[config.mk]
export PLATFORM = sky130hd
export DESIGN_NAME = gsp_ctrl
export DESIGN_NICKNAME = d
export VERILOG_FILES = /design/src/sv/gsp_pkg.sv /design/src/sv/gsp_ctrl.sv
export SDC_FILE = /design/constraint.sdc
export NUM_CORES = 1
export LEC_CHECK = 0
export ABC_AREA = 1
export BUFFER_PORTS_ARGS = -buffer_cell sky130_fd_sc_hd__buf_2
export CAP_MARGIN = 20
export CORE_AREA = 2 2 39 41
export DETAILED_ROUTE_END_ITERATION = 12
export DIE_AREA = 0 0 41 43
export GPL_TIMING_DRIVEN = 0
export PLACE_DENSITY = 0.9
export SLEW_MARGIN = 40
export SYNTH_ARGS = -nofsm -noshare
export SYNTH_HDL_FRONTEND = slang
export SYNTH_SLANG_ARGS = --single-unit
[constraint.sdc]
create_clock -name clk -period 3.1 [get_ports clk]
set_input_delay 0.775 -clock clk [delete_from_list [all_inputs] [get_ports clk]]
set_output_delay 0.775 -clock clk [all_outputs]
set_load 0.1 [all_outputs]
[src/sv/gsp_pkg.sv]
// Shared types and constants for the grid maze waypoint shortest path core.
`default_nettype none

package gsp_pkg;

    // Widths fixed by the register map and the result format
    localparam int CFG_W  = 8;
    localparam int DIST_W = 15;

    // Cell codes (codes above the exit code load as open cells)
    localparam logic [2:0] CODE_WALL  = 3'd1;
    localparam logic [2:0] CODE_START = 3'd2;
    localparam logic [2:0] CODE_LEVER = 3'd3;
    localparam logic [2:0] CODE_EXIT  = 3'd4;

    // Register indexes
    localparam logic REG_GRID_WIDTH  = 1'b0;
    localparam logic REG_GRID_HEIGHT = 1'b1;

    localparam logic [CFG_W-1:0]  SIDE_RESET = 8'd128;
    localparam logic [DIST_W-1:0] DIST_MAX   = 15'h7FFF;

    typedef enum logic [1:0] {
        NB_LEFT,
        NB_RIGHT,
        NB_DOWN,
        NB_UP
    } nb_dir_t;

    typedef enum logic [3:0] {
        ST_IDLE,
        ST_CHECK,
        ST_CLEAR,
        ST_DIV,
        ST_DIV_WAIT,
        ST_INIT,
        ST_POP,
        ST_CUR_IDX,
        ST_DIST_WAIT,
        ST_NB_RD,
        ST_NB_CHK,
        ST_FIN
    } gsp_state_t;

    // Commands from the controller to the datapath
    typedef struct packed {
        logic    load;
        logic    search_begin;
        logic    phase_next;
        logic    clr_step;
        logic    div_start;
        logic    init;
        logic    pop;
        logic    cur_load;
        logic    nb_commit;
        logic    out_load;
        nb_dir_t nb_sel;
    } gsp_cmd_t;

    // Status from the datapath to the controller
    typedef struct packed {
        logic markers_ok;
        logic clr_last;
        logic div_done;
        logic queue_empty;
        logic nb_valid;
        logic nb_free;
        logic nb_hit;
        logic phase;
        logic out_busy;
    } gsp_stat_t;

endpackage

`default_nettype wire

[src/sv/gsp_ctrl.sv]
// Controller: sequences loading, visit clearing and the two searches.
`default_nettype none

module gsp_ctrl (
    input  wire logic               clk,
    input  wire logic               rst_n,
    input  wire logic               in_valid,
    input  wire logic               last_cell,
    input  wire gsp_pkg::gsp_stat_t stat,
    output gsp_pkg::gsp_cmd_t       cmd,
    output logic                    in_stall
);

    gsp_pkg::gsp_state_t state_reg, state_next;
    gsp_pkg::nb_dir_t    k_reg, k_next;

    always_ff @(posedge clk or negedge rst_n) begin
        if (!rst_n) begin
            state_reg <= gsp_pkg::ST_IDLE;
            k_reg     <= gsp_pkg::NB_LEFT;
        end
        else begin
            state_reg <= state_next;
            k_reg     <= k_next;
        end
    end

    // Next state
    always_comb begin
        state_next = state_reg;
        k_next     = k_reg;
        unique case (state_reg)
            gsp_pkg::ST_IDLE: begin
                if (in_valid && last_cell) state_next = gsp_pkg::ST_CHECK;
            end
            gsp_pkg::ST_CHECK: begin
                state_next = stat.markers_ok ? gsp_pkg::ST_CLEAR : gsp_pkg::ST_FIN;
            end
            gsp_pkg::ST_CLEAR: begin
                if (stat.clr_last) state_next = gsp_pkg::ST_DIV;
            end
            gsp_pkg::ST_DIV: begin
                state_next = gsp_pkg::ST_DIV_WAIT;
            end
            gsp_pkg::ST_DIV_WAIT: begin
                if (stat.div_done) state_next = gsp_pkg::ST_INIT;
            end
            gsp_pkg::ST_INIT: begin
                state_next = gsp_pkg::ST_POP;
            end
            gsp_pkg::ST_POP: begin
                state_next = stat.queue_empty ? gsp_pkg::ST_FIN : gsp_pkg::ST_CUR_IDX;
            end
            gsp_pkg::ST_CUR_IDX: begin
                state_next = gsp_pkg::ST_DIST_WAIT;
            end
            gsp_pkg::ST_DIST_WAIT: begin
                state_next = gsp_pkg::ST_NB_RD;
                k_next     = gsp_pkg::NB_LEFT;
            end
            gsp_pkg::ST_NB_RD: begin
                priority if (stat.nb_valid) begin
                    state_next = gsp_pkg::ST_NB_CHK;
                end
                else if (k_reg == gsp_pkg::NB_UP) begin
                    state_next = gsp_pkg::ST_POP;
                end
                else begin
                    k_next = gsp_pkg::nb_dir_t'(k_reg + 2'd1);
                end
            end
            gsp_pkg::ST_NB_CHK: begin
                priority if (stat.nb_free && stat.nb_hit) begin
                    state_next = stat.phase ? gsp_pkg::ST_FIN : gsp_pkg::ST_CLEAR;
                end
                else if (k_reg == gsp_pkg::NB_UP) begin
                    state_next = gsp_pkg::ST_POP;
                end
                else begin
                    state_next = gsp_pkg::ST_NB_RD;
                    k_next     = gsp_pkg::nb_dir_t'(k_reg + 2'd1);
                end
            end
            gsp_pkg::ST_FIN: begin
                if (!stat.out_busy) state_next = gsp_pkg::ST_IDLE;
            end
            default: begin
                state_next = gsp_pkg::ST_IDLE;
            end
        endcase
    end

    // Outputs
    always_comb begin
        cmd          = '0;
        cmd.nb_sel   = k_reg;
        in_stall     = state_reg != gsp_pkg::ST_IDLE;
        unique case (state_reg)
            gsp_pkg::ST_IDLE:      cmd.load = in_valid;
            gsp_pkg::ST_CHECK:     cmd.search_begin = 1'b1;
            gsp_pkg::ST_CLEAR:     cmd.clr_step = 1'b1;
            gsp_pkg::ST_DIV:       cmd.div_start = 1'b1;
            gsp_pkg::ST_DIV_WAIT:  ;
            gsp_pkg::ST_INIT:      cmd.init = 1'b1;
            gsp_pkg::ST_POP:       cmd.pop = !stat.queue_empty;
            gsp_pkg::ST_CUR_IDX:   cmd.cur_load = 1'b1;
            gsp_pkg::ST_DIST_WAIT: ;
            gsp_pkg::ST_NB_RD:     ;
            gsp_pkg::ST_NB_CHK: begin
                cmd.nb_commit  = stat.nb_free;
                cmd.phase_next = stat.nb_free && stat.nb_hit && !stat.phase;
            end
            gsp_pkg::ST_FIN:       cmd.out_load = !stat.out_busy;
            default: ;
        endcase
    end

endmodule

`default_nettype wire

==> key figures <==
Critical path
  – R2r startpoint: state_reg[1]$_DFFE_PN0P_
  – Critical path class: reg -> out
  – RR Endpoint: k_reg[0]$_DFFE_PN0P_
  – R2R setup slack: 1720 ps
  – Critical path arrival: 1780 ps
  – R2r worst-path depth: 6
  – Crit. End Element: output pin
  – CP Launch Type: flop
  – Crit path required time: 2320 ps
  – Max FO, Critical Path: 5

Job
  – Max Cap Viol: 0

STA
  – Total Neg Setup Slack: 0 ps
  – RSZ-0062 raised after global routing: no
  – Final hold vios: 0
  – Final period util: 0.825
  – Fmax: 0.391 GHz
  – Clock Skew: 2.19 ps
  – Slew headroom: 0.678
  – Slew Limit Fails: 0
  – Slew @ Worst Pin: 486 ps
  – # setup viols final: 0
  – Minimum clock period: 2560 ps

Clock tree
  – Root Buffer Master: clkbuf_4
  – Post-cts sizing count: 0
  – Clock sink total: 6
  – H-Tree Depth: 1
  – Clk_lat worst skew: 230 ps
  – Clock Pin Slew Worst Setup and Hold Paths: 40 ps
  – Post-CTS Hold Fix Bufs: 0
  – CTS tree: built
  – Clk buf depth: 2
  – Post-CTS setup buffers: 0
  – Total CTS buffers: 3

Power
  – Leakage: 0.501 nW
  – Sequential power share: 0.177
  – Clock power share: 0.071
  – Peak supply drop: 0.525 mV
  – Logic gate share of total power: 0.752
  – Power Density: 1140 nW/um^2
  – P_sw: 0.622 mW
  – Pint: 0.303 mW
  – Switching share of power: 0.672

Logic synthesis
  – Post-synth EDFFs: 0
  – Netlist cell types: 19
  – Seq cells post-synth: 6
  – Synth Cell Area: 628 sq um
  – Synth Area in Simple Gates: 0.588
  – Synth top cells by count: nand2_1 (34), inv_1 (17), nor2_1 (15)
  – Adder-Cell Fraction of Synth Area: 0.0199
  – Prevailing post-synth register cell: dfrtp_1
  – Yosys top cell by area: dfrtp_1
  – Synth async-reset ratio: 1.00
  – Synth Area in XOR/XNOR: 0
  – Register area share after synthesis: 0.239
  – Post-synthesis compound-gate area fraction: 0.0398
  – Syn_nets: 121
  – Ys Warns: 0
  – Combinational family with the most area after synthesis: simple AND/OR/NAND/NOR gates
  – Avg Cell Area, Syn: 5.87 sq um
  – Synth top area share: 0.239
  – Area contributors post-synth: dfrtp_1 (24%), nand2_1 (20%), inv_1 (10%)
  – Mux contribution to synthesized area: 0
  – Synthesized instance count: 107
  – Most frequent cell after synthesis: nand2_1

Place
  – DPL Wire Length: 1.29 mm
  – Gpl congestion: 0.832
  – Port buffer count: 25
  – Placed inst area: 791 sq um

Global route
  – Vias in the first global route: 658
  – GRT Total Usage: 0.191
  – Largest net degree at the start of global routing: 7
  – Remaining global-route overflow: 0
  – Initial antenna violation count: 0
  – First-pass GRT wire length: 2.41 mm

Final layout
  – Share of cells above drive strength 1: 0.326
  – Area Growth Syn to Fin: 29.5%
  – Largest register FFs: 4
  – Area of the multi-input gates: 424 sq um
  – Seq. cell area: 150 sq um
  – Final Cell Area: 813 sq um
  – # diodes: 0
  – # nets final: 151
  – Fill cell count: 149

Routing
  – Met2 wire length: 777 um
  – Detailed Route WL: 1.47 mm
  – First-iteration detailed-routing DRC count: 18
  – Metal1 wirelength: 620 um
  – # DRC: 0
  – Vias after detailed routing: 768
  – Highest routed layer: met3
  – Antenna viol nets, final: 0
  – Vias per inst: 5.09
  – Routed wl met3: 75 um
  – DR WL/cell: 9.75 um
  – First-pass detailed-route iteration total: 4

Floorplan
  – IO Count: 26
  – Core area: 1380 sq um
  – Die width: 41 um
  – Die boundary height: 43 um
  – Die area: 1760 sq um
  – Initial Utilization: 0.454
  – Row cnt: 14

Status
  – Outcome: completed

Worst hold path
  – Hold Crit Class: in -> async
metrics by stage:
stage	hold slack (ps)	instances	setup slack (ps)	total power, mW	util
2_1_floorplan	479	107	79.9	0.743	-
3_3_place_gp	493	148	712	0.843	0.571
3_5_place_dp	491	148	691	0.858	0.571
4_1_cts	351	151	530	0.928	0.588
5_1_grt	353	151	450	0.996	0.588
6_report	353	151	542	0.925	0.588
power by group through the flow:
stage                     Clock (mW)  Sequential [mW]  Combinational (mW)
after floorplan                    0            0.198               0.545
after detailed placement           0            0.164               0.694
after global routing          0.0741            0.167               0.754
after CTS                     0.0688            0.163               0.696
final                         0.0654            0.164               0.696
after global placement             0            0.162               0.681
worst max path at each step:
stage | start | endpoint | depth (start not counted)
floorplan | stat[3] | cmd[9] | 4
global placement | stat[3] | cmd[9] | 6
detailed placement | stat[3] | cmd[9] | 6
CTS | state_reg[2]$_DFFE_PN0P_ | cmd[9] | 6
global route | state_reg[2]$_DFFE_PN0P_ | cmd[9] | 6
finish | state_reg[2]$_DFFE_PN0P_ | cmd[9] | 6
final cells by class:
cell class	count	area share
sequential	6	0.185
multi-input combinational	82	0.522
timing repair buffer	25	0.154
clock buffer	3	0.0277
inverter	19	0.0877
tap	16	0.0246
layer usage:
| metal | GRT usage | vias to the layer above |
|---|---|---|
| li1 | - | 393 |
| met2 | 0.338 | 24 |
| met3 | 0.0314 | 0 |
| met1 | 0.237 | 351 |
| met4 | 0.0200 | 0 |
| met5 | 0 | - |
worst max-delay path, cell delays in order (launching register included):
cell and delay (ps):
dfrtp_1 420, inv_1 150, nand2_1 140, nor2_2 190
nand2_2 120, nor2_1 100, buf_2 430
layout by cell type, fill, tap and decap left out, types with 3 or more instances in the layout:
cell	instances
nand4_1	3
nand2_1	34
dfrtp_1	6
nor2_1	14
nand3_1	11
nor2_2	4
inv_1	17
clkbuf_4	3
buf_2	25
nor2_4	4
cells by family (layout without fill, tap and decap cells):
logic type,Yosys count,count (layout)
AO/OA/AOI/OAI,4,4
AND/OR/NAND/NOR,77,77
flip-flops,6,6
adder cells (fa/ha/maj),1,1
buffers and inverters,19,47
No activity file was read; power rests on OpenSTA's default activity.
